$ cat config.mk
export PLATFORM = sky130hd
export DESIGN_NAME = lin_climate_panel_master
export DESIGN_NICKNAME = d
export VERILOG_FILES = /design/src/rtl/lcp_pkg.sv /design/src/rtl/lcp_queue.sv /design/src/rtl/lcp_front.sv /design/src/rtl/lcp_back.sv /design/src/rtl/lin_climate_panel_master.sv
export SDC_FILE = /design/constraint.sdc
export NUM_CORES = 1
export LEC_CHECK = 0
export BUFFER_PORTS_ARGS = -buffer_cell sky130_fd_sc_hd__clkbuf_2
export CAP_MARGIN = 30
export CORE_MARGIN = 2
export CORE_UTILIZATION = 50
export DETAILED_ROUTE_END_ITERATION = 16
export MAX_ROUTING_LAYER = met4
export PLACE_DENSITY = 0.75
export SYNTH_ARGS = -nofsm -noshare
export SYNTH_HDL_FRONTEND = slang
export SYNTH_SLANG_ARGS = --single-unit
$ cat constraint.sdc
create_clock -name clock -period 3.8 [get_ports clock]
set_clock_uncertainty 0.2 [all_clocks]
set_input_delay 0.57 -clock clock [delete_from_list [all_inputs] [get_ports clock]]
set_output_delay 0.57 -clock clock [all_outputs]
set_load 0.01 [all_outputs]
$ cat src/rtl/lcp_pkg.sv
`default_nettype none

package lcp_pkg;

   // request kinds carried on req_tuser
   localparam logic ACTION_RESPONSE = 1'b0;
   localparam logic ACTION_TICK     = 1'b1;

   // panel response codes
   localparam logic [7:0] FAN_DOWN_CODE      = 8'h3D;
   localparam logic [7:0] FAN_UP_CODE        = 8'h3C;
   localparam logic [7:0] DEFROST_PRESS_CODE = 8'h40;
   localparam logic [7:0] LEFT_KNOB_CENTER   = 8'h10;
   localparam logic [7:0] RIGHT_KNOB_CENTER  = 8'h90;
   localparam logic [7:0] BUTTON_RELEASED    = 8'h00;

   // state reset values and limits
   localparam logic [7:0] TEMP_RESET = 8'h0D;
   localparam logic [2:0] FAN_MAX    = 3'd7;

   // bus bytes
   localparam logic [7:0] SYNC_BYTE    = 8'h55;
   localparam logic [7:0] STATUS_PID   = 8'hB1;
   localparam logic [7:0] REQUEST_PID  = 8'h39;
   localparam logic [7:0] DATA0_BYTE   = 8'h80;
   localparam logic [7:0] FAN_BASE     = 8'h20;
   localparam logic [7:0] DATA2_BYTE   = 8'h14;
   localparam logic [7:0] DEFROST_ON   = 8'h40;
   localparam logic [7:0] DEFROST_OFF  = 8'h00;
   localparam logic [7:0] DATA6_BYTE   = 8'h00;
   localparam logic [7:0] DATA7_BYTE   = 8'hC1;

   // snapshot queue
   localparam int QUEUE_DEPTH = 2;
   localparam int QPTR_W      = (QUEUE_DEPTH > 1) ? $clog2(QUEUE_DEPTH) : 1;
   localparam int QCNT_W      = $clog2(QUEUE_DEPTH + 1);

   // state seen by one tick
   typedef struct packed {
      logic [2:0] fan_level;
      logic       rear_defrost_on;
      logic [7:0] left_temp;
      logic [7:0] right_temp;
   } snap_type;

   // position of a byte within the tick's run
   typedef enum logic [3:0] {
      IDX_SYNC,
      IDX_PID,
      IDX_D0,
      IDX_D1,
      IDX_D2,
      IDX_D3,
      IDX_D4,
      IDX_D5,
      IDX_D6,
      IDX_D7,
      IDX_CHK,
      IDX_HSYNC,
      IDX_HPID
   } byte_idx_type;

   // fan pwm duty per mille: 800*level/7 + 200, zero when off
   function automatic logic [9:0] duty_of(input logic [2:0] lvl);
      logic [9:0] d;
      case (lvl)
         3'd0:    d = 10'd0;
         3'd1:    d = 10'd314;
         3'd2:    d = 10'd428;
         3'd3:    d = 10'd542;
         3'd4:    d = 10'd657;
         3'd5:    d = 10'd771;
         3'd6:    d = 10'd885;
         default: d = 10'd1000;
      endcase
      return d;
   endfunction

endpackage

`default_nettype wire

$ cat src/rtl/lcp_queue.sv
`default_nettype none

module lcp_queue (
   input  wire logic              clock,
   input  wire logic              reset,
   input  wire logic              push_valid,
   input  wire lcp_pkg::snap_type push_data,
   output logic                   full,
   output logic                   pop_valid,
   input  wire logic              pop_ready,
   output lcp_pkg::snap_type      pop_data
);
   import lcp_pkg::*;

   snap_type            mem_ff [QUEUE_DEPTH];
   logic [QPTR_W-1:0]   wr_ptr_ff, wr_ptr_in;
   logic [QPTR_W-1:0]   rd_ptr_ff, rd_ptr_in;
   logic [QCNT_W-1:0]   count_ff, count_in;
   logic                do_push, do_pop;

   assign full      = (count_ff == QCNT_W'(QUEUE_DEPTH));
   assign pop_valid = (count_ff != '0);
   assign pop_data  = mem_ff[rd_ptr_ff];
   assign do_push   = push_valid && !full;
   assign do_pop    = pop_valid && pop_ready;

   always_comb begin
      wr_ptr_in = wr_ptr_ff;
      rd_ptr_in = rd_ptr_ff;
      count_in  = count_ff;
      if (do_push) begin
         wr_ptr_in = (wr_ptr_ff == QPTR_W'(QUEUE_DEPTH - 1)) ? '0 : wr_ptr_ff + 1'b1;
      end
      if (do_pop) begin
         rd_ptr_in = (rd_ptr_ff == QPTR_W'(QUEUE_DEPTH - 1)) ? '0 : rd_ptr_ff + 1'b1;
      end
      if (do_push && !do_pop) begin
         count_in = count_ff + 1'b1;
      end else if (do_pop && !do_push) begin
         count_in = count_ff - 1'b1;
      end
   end

   always_ff @(posedge clock) begin
      if (reset) begin
         wr_ptr_ff <= '0;
         rd_ptr_ff <= '0;
         count_ff  <= '0;
      end else begin
         wr_ptr_ff <= wr_ptr_in;
         rd_ptr_ff <= rd_ptr_in;
         count_ff  <= count_in;
      end
   end

   always_ff @(posedge clock) begin
      if (do_push) begin
         mem_ff[wr_ptr_ff] <= push_data;
      end
   end

`ifndef NO_ASSERTIONS
   // front end must never push into a full queue
   a_no_overflow: assert property (@(posedge clock) disable iff (reset)
      !(push_valid && full))
      else $error("snapshot pushed into full queue");

   a_count_range: assert property (@(posedge clock) disable iff (reset)
      count_ff <= QCNT_W'(QUEUE_DEPTH))
      else $error("queue count out of range");
`endif

endmodule

`default_nettype wire

$ cat src/rtl/lcp_front.sv
`default_nettype none

module lcp_front (
   input  wire logic         clock,
   input  wire logic         reset,
   input  wire logic         req_tvalid,
   output logic              req_tready,
   input  wire logic [31:0]  req_tdata,
   input  wire logic         req_tuser,
   output logic              push_valid,
   output lcp_pkg::snap_type push_data,
   input  wire logic         queue_full
);
   import lcp_pkg::*;

   logic [7:0] left_temp_ff,  left_temp_in;
   logic [7:0] right_temp_ff, right_temp_in;
   logic       defrost_ff,    defrost_in;
   logic [2:0] fan_level_ff,  fan_level_in;
   logic [7:0] prev_fan_ff,   prev_fan_in;
   logic [7:0] prev_def_ff,   prev_def_in;

   logic       req_fire;
   logic [7:0] fan_code, def_code, left_code, right_code;

   // step of plus or minus one to three around the knob's center code
   function automatic logic [7:0] knob_step(input logic [7:0] t, input logic [7:0] code,
                                            input logic [7:0] center);
      logic [7:0] up_d, dn_d, r;
      up_d = code - center;
      dn_d = center - code;
      if (up_d >= 8'd1 && up_d <= 8'd3) begin
         r = t + up_d;
      end else if (dn_d >= 8'd1 && dn_d <= 8'd3) begin
         r = t - dn_d;
      end else begin
         r = t;
      end
      return r;
   endfunction

   assign fan_code   = req_tdata[7:0];
   assign def_code   = req_tdata[15:8];
   assign left_code  = req_tdata[23:16];
   assign right_code = req_tdata[31:24];

   assign req_tready = !queue_full;
   assign req_fire   = req_tvalid && req_tready;
   assign push_valid = req_fire && (req_tuser == ACTION_TICK);

   assign push_data.fan_level       = fan_level_ff;
   assign push_data.rear_defrost_on = defrost_ff;
   assign push_data.left_temp       = left_temp_ff;
   assign push_data.right_temp      = right_temp_ff;

   always_comb begin
      left_temp_in  = left_temp_ff;
      right_temp_in = right_temp_ff;
      defrost_in    = defrost_ff;
      fan_level_in  = fan_level_ff;
      prev_fan_in   = prev_fan_ff;
      prev_def_in   = prev_def_ff;
      if (req_fire && (req_tuser == ACTION_RESPONSE)) begin
         right_temp_in = knob_step(right_temp_ff, right_code, RIGHT_KNOB_CENTER);
         left_temp_in  = knob_step(left_temp_ff, left_code, LEFT_KNOB_CENTER);
         if (def_code == DEFROST_PRESS_CODE && prev_def_ff == BUTTON_RELEASED) begin
            defrost_in = !defrost_ff;
         end
         if (fan_code == FAN_DOWN_CODE && prev_fan_ff == BUTTON_RELEASED &&
             fan_level_ff != 3'd0) begin
            fan_level_in = fan_level_ff - 3'd1;
         end else if (fan_code == FAN_UP_CODE && prev_fan_ff == BUTTON_RELEASED &&
                      fan_level_ff != FAN_MAX) begin
            fan_level_in = fan_level_ff + 3'd1;
         end
         prev_fan_in = fan_code;
         prev_def_in = def_code;
      end
   end

   always_ff @(posedge clock) begin
      if (reset) begin
         left_temp_ff  <= TEMP_RESET;
         right_temp_ff <= TEMP_RESET;
         defrost_ff    <= 1'b0;
         fan_level_ff  <= 3'd0;
         prev_fan_ff   <= 8'd0;
         prev_def_ff   <= 8'd0;
      end else begin
         left_temp_ff  <= left_temp_in;
         right_temp_ff <= right_temp_in;
         defrost_ff    <= defrost_in;
         fan_level_ff  <= fan_level_in;
         prev_fan_ff   <= prev_fan_in;
         prev_def_ff   <= prev_def_in;
      end
   end

endmodule

`default_nettype wire

$ cat src/rtl/lcp_back.sv
`default_nettype none

module lcp_back (
   input  wire logic              clock,
   input  wire logic              reset,
   input  wire logic              pop_valid,
   output logic                   pop_ready,
   input  wire lcp_pkg::snap_type pop_data,
   output logic                   rsp_tvalid,
   input  wire logic              rsp_tready,
   output logic [23:0]            rsp_tdata,
   output logic                   rsp_tuser,
   output logic                   rsp_tlast
);
   import lcp_pkg::*;

   logic         busy_ff, busy_in;
   byte_idx_type idx_ff,  idx_in;
   snap_type     snap_ff;
   logic [7:0]   acc_ff,  acc_in;

   logic       out_fire, run_done, load;
   logic [7:0] cur_byte;
   logic [8:0] sum9;
   logic       in_sum;

   assign out_fire  = busy_ff && rsp_tready;
   assign run_done  = out_fire && (idx_ff == IDX_HPID);
   assign pop_ready = !busy_ff || run_done;
   assign load      = pop_valid && pop_ready;

   // byte for the current position
   always_comb begin
      unique case (idx_ff)
         IDX_SYNC:  cur_byte = SYNC_BYTE;
         IDX_PID:   cur_byte = STATUS_PID;
         IDX_D0:    cur_byte = DATA0_BYTE;
         IDX_D1:    cur_byte = FAN_BASE | {5'd0, snap_ff.fan_level};
         IDX_D2:    cur_byte = DATA2_BYTE;
         IDX_D3:    cur_byte = snap_ff.rear_defrost_on ? DEFROST_ON : DEFROST_OFF;
         IDX_D4:    cur_byte = snap_ff.left_temp;
         IDX_D5:    cur_byte = snap_ff.right_temp;
         IDX_D6:    cur_byte = DATA6_BYTE;
         IDX_D7:    cur_byte = DATA7_BYTE;
         IDX_CHK:   cur_byte = ~acc_ff;
         IDX_HSYNC: cur_byte = SYNC_BYTE;
         IDX_HPID:  cur_byte = REQUEST_PID;
         default:   cur_byte = SYNC_BYTE;
      endcase
   end

   // enhanced checksum: pid and data bytes, carry folded back in
   assign in_sum = (idx_ff != IDX_SYNC) && (idx_ff != IDX_CHK) &&
                   (idx_ff != IDX_HSYNC) && (idx_ff != IDX_HPID);
   assign sum9   = {1'b0, acc_ff} + {1'b0, cur_byte};

   always_comb begin
      busy_in = busy_ff;
      idx_in  = idx_ff;
      acc_in  = acc_ff;
      if (out_fire) begin
         idx_in = byte_idx_type'(idx_ff + 4'd1);
         if (in_sum) begin
            acc_in = sum9[7:0] + {7'd0, sum9[8]};
         end
      end
      if (run_done) begin
         busy_in = 1'b0;
      end
      if (load) begin
         busy_in = 1'b1;
         idx_in  = IDX_SYNC;
         acc_in  = 8'd0;
      end
   end

   always_ff @(posedge clock) begin
      if (reset) begin
         busy_ff <= 1'b0;
         idx_ff  <= IDX_SYNC;
         acc_ff  <= 8'd0;
      end else begin
         busy_ff <= busy_in;
         idx_ff  <= idx_in;
         acc_ff  <= acc_in;
      end
   end

   always_ff @(posedge clock) begin
      if (load) begin
         snap_ff <= pop_data;
      end
   end

   assign rsp_tvalid = busy_ff;
   assign rsp_tdata  = {6'd0, duty_of(snap_ff.fan_level), cur_byte};
   assign rsp_tuser  = (idx_ff == IDX_SYNC) || (idx_ff == IDX_HSYNC);
   assign rsp_tlast  = (idx_ff == IDX_HPID);

`ifndef NO_ASSERTIONS
   a_idx_range: assert property (@(posedge clock) disable iff (reset)
      busy_ff |-> (idx_ff <= IDX_HPID))
      else $error("byte position past end of run");

   a_stall_holds: assert property (@(posedge clock) disable iff (reset)
      (busy_ff && !rsp_tready) |=> ($stable(idx_ff) && $stable(acc_ff) && busy_ff))
      else $error("run advanced while output stalled");

   a_run_ends: assert property (@(posedge clock) disable iff (reset)
      (run_done && !pop_valid) |=> !busy_ff)
      else $error("back end still busy after final byte");

   a_new_run: assert property (@(posedge clock) disable iff (reset)
      load |=> (busy_ff && idx_ff == IDX_SYNC && acc_ff == 8'd0))
      else $error("new run did not start at sync byte");
`endif

endmodule

`default_nettype wire

$ cat src/rtl/lin_climate_panel_master.sv
// LIN master for a climate control panel. Each request is either a panel
// response (req_tuser = 0), whose fan, defrost and knob codes update the fan
// level, rear defrost and both temperature settings when accepted and give no
// result, or a send tick (req_tuser = 1), which gives a run of 13 result bytes:
// the status frame (sync, PID 0xB1, eight data bytes, inverted enhanced
// checksum) and then the request header (sync, PID 0x39). rsp_tuser marks the
// two sync bytes that follow a bus break, rsp_tlast the final byte of a run,
// and every byte carries the fan pwm duty (per mille) of the level the tick saw.
// The front end takes one request per cycle while the queue is not full; a
// tick stores a copy of the state in a two-entry queue, so responses that
// arrive later never change a run already scheduled. The back end emits one
// byte per cycle while rsp_tready is high; requests stall only while both
// queue entries are waiting behind the run in progress.

`default_nettype none

module lin_climate_panel_master (
   input  wire logic        clock,
   input  wire logic        reset,
   input  wire logic        req_tvalid,
   output logic             req_tready,
   // fan_button_code, defrost_button_code, left_knob_code, right_knob_code
   input  wire logic [31:0] req_tdata,
   // action
   input  wire logic        req_tuser,
   output logic             rsp_tvalid,
   input  wire logic        rsp_tready,
   // tx_byte, fan_duty, zero fill
   output logic [23:0]      rsp_tdata,
   // frame_start
   output logic             rsp_tuser,
   output logic             rsp_tlast
);
   import lcp_pkg::*;

   // front to queue
   logic     push_valid;
   snap_type push_data;
   logic     queue_full;

   // queue to back
   logic     pop_valid;
   logic     pop_ready;
   snap_type pop_data;

   // request intake and state update
   lcp_front u_front (
      .clock      (clock),
      .reset      (reset),
      .req_tvalid (req_tvalid),
      .req_tready (req_tready),
      .req_tdata  (req_tdata),
      .req_tuser  (req_tuser),
      .push_valid (push_valid),
      .push_data  (push_data),
      .queue_full (queue_full)
   );

   // pending tick snapshots
   lcp_queue u_queue (
      .clock      (clock),
      .reset      (reset),
      .push_valid (push_valid),
      .push_data  (push_data),
      .full       (queue_full),
      .pop_valid  (pop_valid),
      .pop_ready  (pop_ready),
      .pop_data   (pop_data)
   );

   // frame byte sequencer and checksum
   lcp_back u_back (
      .clock      (clock),
      .reset      (reset),
      .pop_valid  (pop_valid),
      .pop_ready  (pop_ready),
      .pop_data   (pop_data),
      .rsp_tvalid (rsp_tvalid),
      .rsp_tready (rsp_tready),
      .rsp_tdata  (rsp_tdata),
      .rsp_tuser  (rsp_tuser),
      .rsp_tlast  (rsp_tlast)
   );

endmodule

`default_nettype wire

==> flow_summary.toml, run 1 <==
[status]
status = "complete, but fails checks"
violations = "setup timing"

[clock_tree]
cts_tree = "built"
cts.htree.levels = 4
clk_latency_ns = 0.40
cts_sinks = 113
cts_hold_buf = 0
cts_buffer_depth = 2
clkTransAtPathRegs_ns = 0.05
root_buffer = "clkbuf_16"
cts_buffers = 17

[floorplanning]
io_pins = 65
core_um2 = 12700
chipWidth_um = 118
initial_core_util = 0.512
die_area_um2 = 13900
fp-row-count = 41
die_y_um = 118

[global_route]
grtUsageMet2 = 0.415
grt_max_degree = 37
grtUsageMet1 = 0.265
antenna_found_initial = 0
grtUsageMet3 = 0.0426
grt_pass1_wl_mm = 25.8
grt.total_usage = 0.234
grt-busiest-layer = "met2"
grt.overflow.total = 0
first_global_vias = 5579

[worst_hold_path]
min_path_cells = 3
holdCritStartpoint = "req_tdata[4]"
min_to = "u_front.prev_fan_ff[4]"
hold_class = "in -> reg"

[timing]
rsz0062_at_grt = "true"
worst_hold_slack_ns = 0.197
drv_slew = 0
max_slew_margin = 0.373
tightest_slew_ns = 0.939
hold_viol_final = 0
period_needed_ns = 3.96
fin_tns_setup_ns = -0.456
worst_slack_ns = -0.158
fin_crit_sh = 1.04
fmax_mhz = 253
finalSetupViolCount = 6

[synth]
synth-main-ff-cell = "edfxtp_1"
netlist.area_leader.share = 0.278
avgSynthCellArea_um2 = 9.85
synth_top_cell_by_area = "edfxtp_1"
synth_cell_types = 69
synth_edf_count = 60
async_flop_share = 0
synth_seq_cells = 113
ys_top_cells_by_area = "edfxtp_1, dfxtp_1, ha_1"
syn_inst = 659
netlist_area_um2 = 6490
yosysWarnings = 0
synth-seq-area-share = 0.441

[cells_and_area]
final_common_cell = "buf_4"
syn2layout_area_growth_pct = 33.2
antenna-diode-count = 0
layout_common_cells = "buf_4, nand2_1, nor2_1, edfxtp_1, clkbuf_2"
final_cell_area_um2 = 8650
drive_gt1_frac = 0.324
stdcell_count = 1001
final_util = 0.683
nNetsFinal = 903
fill_cells = 942

[power]
internal-power_mw = 3.08
switchingPower_mw = 1.23
vdd_drop_max_mv = 0.333
seq_power_share = 0.364
switching_share = 0.285
finalPower_mw = 4.31
p_leak_nw = 3.50
clkPwrFrac = 0.390
combPwrFrac = 0.246
power_density_nw_per_um2 = 498

[job]
cap_violations = 0

[place]
dp_cells = 953
place_worst_setup_slack_ns = -0.447
dp_hpwl_mm = 10.7
portBuffers = 58
place.gp.congestion = 0.867
dpl-instance-area_um2 = 7700

[route]
wl_per_cell_um = 15.5
antenna_left = 0
remaining_drc_errors = 0
drt-total-wl_mm = 15.5
dr.pass1.iters = 5
vias = 5528
vias_per_cell = 5.52
drt_iter0_drc = 336

[worst_setup_path]
crit_path_start_kind = "flip-flop"
timing.rr.start = "u_back.idx_ff[1]"
reg2reg_to = "u_back.acc_ff[7]"
crit_slowest_cell = "or4_4"
worstSetupEndpointType = "flip-flop"
worstPathRequired_ns = 3.92
reg2reg_depth = 21
timing.reg2reg.setup_slack_ns = -0.16
critPathKind = "reg -> reg"
path_cells = "buf_6, ha_4, o21ai_4, a21oi_2, o21ai_2, a31oi_2, o221ai_2, ha_2, fa_2, a21o_1, a21oi_2, nand2b_4, a21oi_4, o21ai_1, nand2b_1, ha_4, and3_4, nand3_4, or4_4, xnor3_1, a211oi_2"
arrival_ns = 4.07
cp_max_fo = 4
max_stage_delay_ns = 0.52
==> what timing repair did <==
| action | CTS | global route |
|---|---|---|
| buffers inserted | 9 | 7 |
| setup endpoints to repair | 6 | 9 |
| pin swaps | 15 | 21 |
| gates cloned | 0 | 0 |
| gates resized for setup | 11 | 22 |
==> flip-flops by register name (all words and copies together), names as in the netlist, 2 cells and up <==
| name | count |
|---|---|
| u_front.prev_def_ff | 8 |
| u_back.acc_ff | 8 |
| u_queue.mem_ff | 40 |
| u_front.left_temp_ff | 8 |
| u_back.idx_ff | 4 |
| u_front.prev_fan_ff | 8 |
| u_back.snap_ff | 20 |
| u_queue.count_ff | 2 |
| u_front.fan_level_ff | 3 |
| u_front.right_temp_ff | 8 |
==> power groups by stage <==
| stage | Sequential (mW) | Combinational, mW | Clock [mW] |
|---|---|---|---|
| floorplan | 1.53 | 0.659 | 0 |
| global route | 1.58 | 1.17 | 1.75 |
| global placement | 1.58 | 0.953 | 0 |
| detailed placement | 1.58 | 0.992 | 0 |
| finish | 1.57 | 1.06 | 1.68 |
| CTS | 1.56 | 1.03 | 1.70 |
==> synthesized netlist by cell type, types with 5 or more instances <==
library cell / instances
nand2_1: 68
nor2_1: 61
edfxtp_1: 60
dfxtp_1: 53
a21oi_1: 49
ha_1: 46
xnor2_1: 31
inv_1: 29
clkbuf_1: 22
mux2_2: 21
o21ai_0: 20
nor3_1: 15
xor2_1: 15
nand3_1: 12
nor2b_1: 12
a211oi_1: 11
mux2i_1: 10
a21o_1: 7
a31oi_1: 7
nand2b_1: 7
nand4_1: 7
buf_4: 6
a221oi_1: 5
o22ai_1: 5
==> critical path: cells and delay by family, from the launching register on <==
family                   cells  cell delay [ns]
AO/OA/AOI/OAI               10             1.16
AND/OR/NAND/NOR              5             1.05
adder cells (fa/ha/maj)      4             0.77
flip-flops                   1             0.36
XOR/XNOR                     1             0.20
buffers and inverters        1             0.12
==> metal layers <==
| layer | share of wire | vias up |
|---|---|---|
| met5 | 0 | - |
| met2 | 0.53 | 179 |
| met4 | 0.019 | 0 |
| met1 | 0.41 | 2643 |
| met3 | 0.039 | 34 |
| li1 | - | 2672 |
==> logic make-up after synthesis <==
family | Yosys count | synth area share
muxes | 33 | 0.0553
adders and majority gates | 50 | 0.101
and+or+nand+nor | 213 | 0.156
buffers and inverters | 63 | 0.0411
DFF | 113 | 0.441
other | 1 | 0.000578
AOI/OAI and AO/OA | 139 | 0.140
xor gates and xnor gates | 47 | 0.0655
==> worst max path at each step <==
stage                          start                        to  slack (ns)  depth (start not counted)
floorplan              req_tdata[29]  u_front.right_temp_ff[7]       -0.12                         13
global placement       req_tdata[29]  u_front.right_temp_ff[7]       -0.31                         14
detailed placement     req_tdata[29]  u_front.right_temp_ff[7]       -0.45                         14
CTS                 u_back.idx_ff[0]          u_back.acc_ff[7]       -0.12                         21
global route        u_back.idx_ff[1]          u_back.acc_ff[7]       -0.35                         21
finish              u_back.idx_ff[1]          u_back.acc_ff[7]       -0.16                         21
==> final cells by class <==
cell class | instances | area (um2) | area share
Tap cell | 172 | 215 | 0.0249
Sequential cell | 113 | 2870 | 0.332
Multi-Input combinational cell | 488 | 3680 | 0.425
Clock inverter | 4 | 22.5 | 0.00260
Timing Repair Buffer | 165 | 1100 | 0.128
Clock buffer | 28 | 634 | 0.0733
Inverter | 31 | 125 | 0.0145
Note: power is estimated with default switching activity, not from simulation.
==> run 2, diff against run 1 <==
--- a/config.mk
+++ b/config.mk
@@ -11,7 +11,8 @@
 export CORE_UTILIZATION = 50
 export DETAILED_ROUTE_END_ITERATION = 16
 export MAX_ROUTING_LAYER = met4
-export PLACE_DENSITY = 0.75
+export PLACE_DENSITY = 0.72
+export SETUP_SLACK_MARGIN = 0.1
 export SYNTH_ARGS = -nofsm -noshare
 export SYNTH_HDL_FRONTEND = slang
 export SYNTH_SLANG_ARGS = --single-unit
==> flow_summary.toml, run 2 (same netlist as run 1, synthesis figures left out) <==
[route]
drt_iter0_drc = 400
antenna_left = 0
vias_per_cell = 5.40
remaining_drc_errors = 0
drt-total-wl_mm = 15.3
vias = 5439
wl_per_cell_um = 15.1
dr.pass1.iters = 6

[status]
status = "complete, but fails checks"
violations = "setup timing"

[cells_and_area]
top_register = "u_queue.mem_ff"
nNetsFinal = 910
syn2layout_area_growth_pct = 34.3
largest_reg_flops = 40
layout_common_cells = "buf_4, nand2_1, nor2_1"
drive_gt1_frac = 0.337
final_common_cell = "buf_4"
antenna-diode-count = 0
final_util = 0.688
reg_top3 = "u_queue.mem_ff x40, u_back.snap_ff x20"

[worst_hold_path]
min_path_cells = 3
holdCritStartpoint = "req_tdata[2]"
hold_class = "in -> reg"

[timing]
fin_crit_sh = 1.06
worst_slack_ns = -0.225
tightest_slew_ns = 0.931
period_needed_ns = 4.02
finalSetupViolCount = 5
drv_slew = 0
rsz0062_at_grt = "true"
fmax_mhz = 248
hold_viol_final = 0
max_slew_margin = 0.379

[global_route]
grt.total_usage = 0.229
grt_max_degree = 37
grt.overflow.total = 0
antenna_found_initial = 0
first_global_vias = 5463
grt_pass1_wl_mm = 25.2

[power]
power_density_nw_per_um2 = 501
finalPower_mw = 4.37
vdd_drop_max_mv = 0.335
p_leak_nw = 3.51

[floorplanning]
fp-row-count = 41
core_um2 = 12700
die_area_um2 = 13900
initial_core_util = 0.512
chipWidth_um = 118
die_y_um = 118
io_pins = 65

[clock_tree]
cts.htree.levels = 4
cts_buffer_depth = 2
cts_tree = "built"
root_buffer = "clkbuf_16"
clk_latency_ns = 0.40
cts_sinks = 113
cts_buffers = 17
clkTransAtPathRegs_ns = 0.05

[place]
portBuffers = 58
place.gp.congestion = 0.864
dp_hpwl_mm = 10.7

[worst_setup_path]
cp_max_fo = 4
reg2reg_depth = 21
crit_path_start_kind = "flip-flop"
critPathLaunch = "u_back.idx_ff[0]"
arrival_ns = 4.14
worstPathRequired_ns = 3.91
timing.rr.start = "u_back.idx_ff[0]"
critPathKind = "reg -> reg"
worstSetupEndpointType = "flip-flop"

[job]
cap_violations = 0
[run 2: changes by cell type in the layout (fill, tap and decap cells not counted), sizes merged]
cell | before | now
clkinv | 4 | 7
clkinvlp | 2 | 4
bufinv | 0 | 6
buf | 107 | 115
clkbuf | 86 | 74
inv | 29 | 28
[run 2: path summary, 6_finish.rpt]
check	endpoint	slack (ns)
min	u_front.prev_fan_ff[2]	0.20
max	u_back.acc_ff[7]	-0.22
max reg2reg	u_back.acc_ff[7]	-0.22
min reg2reg	u_front.prev_def_ff[7]	0.26
[run 2: cell type report]
| cell class | count | area, um2 |
|---|---|---|
| tap | 172 | 215 |
| timing repair buffer | 172 | 1160 |
| inverter | 31 | 129 |
| clock inverter | 14 | 219 |
| multi-input combinational | 488 | 3700 |
| sequential | 113 | 2870 |
| fill | 960 | 3960 |
| clock buffer | 17 | 425 |
[run 2: critical path, stage by stage (launching register included)]
cell	delay (ns)
dfxtp_4	0.39
inv_4	0.05
ha_4	0.17
nor3_4	0.22
a21oi_2	0.07
o21ai_2	0.20
a31oi_2	0.08
o221ai_2	0.10
ha_2	0.24
fa_2	0.21
a21o_1	0.12
a21oi_2	0.06
nand2b_4	0.15
a21oi_4	0.15
o21ai_1	0.07
nand2b_1	0.08
ha_2	0.19
and3_4	0.20
nand3_4	0.07
or4_4	0.48
xnor3_1	0.21
a211oi_2	0.23
[run 2: power by group]
| group | switching [mW] | internal, mW | total [mW] |
|---|---|---|---|
| combinational | 0.567 | 0.501 | 1.07 |
| clock | 0.520 | 1.21 | 1.73 |
| sequential | 0.113 | 1.45 | 1.57 |
[run 2: layer usage]
layer  up-vias  wire length (um)  global-route usage
li1       2694                 -                   -
met2       132              8000               0.393
met5         -                 0                   -
met4         0               261              0.0843
met1      2589              6540               0.270
met3        24               456              0.0383
[run 2: timing repair]
item                       4_1_cts  5_1_grt
hold buffers                     0        0
setup endpoints to repair        8       10
resized for setup               10       26
pin swaps                       13       24
setup buffers                   10        7
[run 2: metrics by stage]
step                      area, um2  setup WS, ns  instances  setup TNS [ns]  hold WS (ns)
after detailed placement       7780        -0.465        959           -1.31         0.256
after floorplan                6740        -0.122        664          -0.212         0.234
after CTS                      8540        -0.121       1000          -0.189         0.185
after global routing           8720        -0.403       1007           -1.53         0.196
final                          8720        -0.225       1007          -0.427         0.201
after global placement         7780        -0.309        959          -0.690         0.241
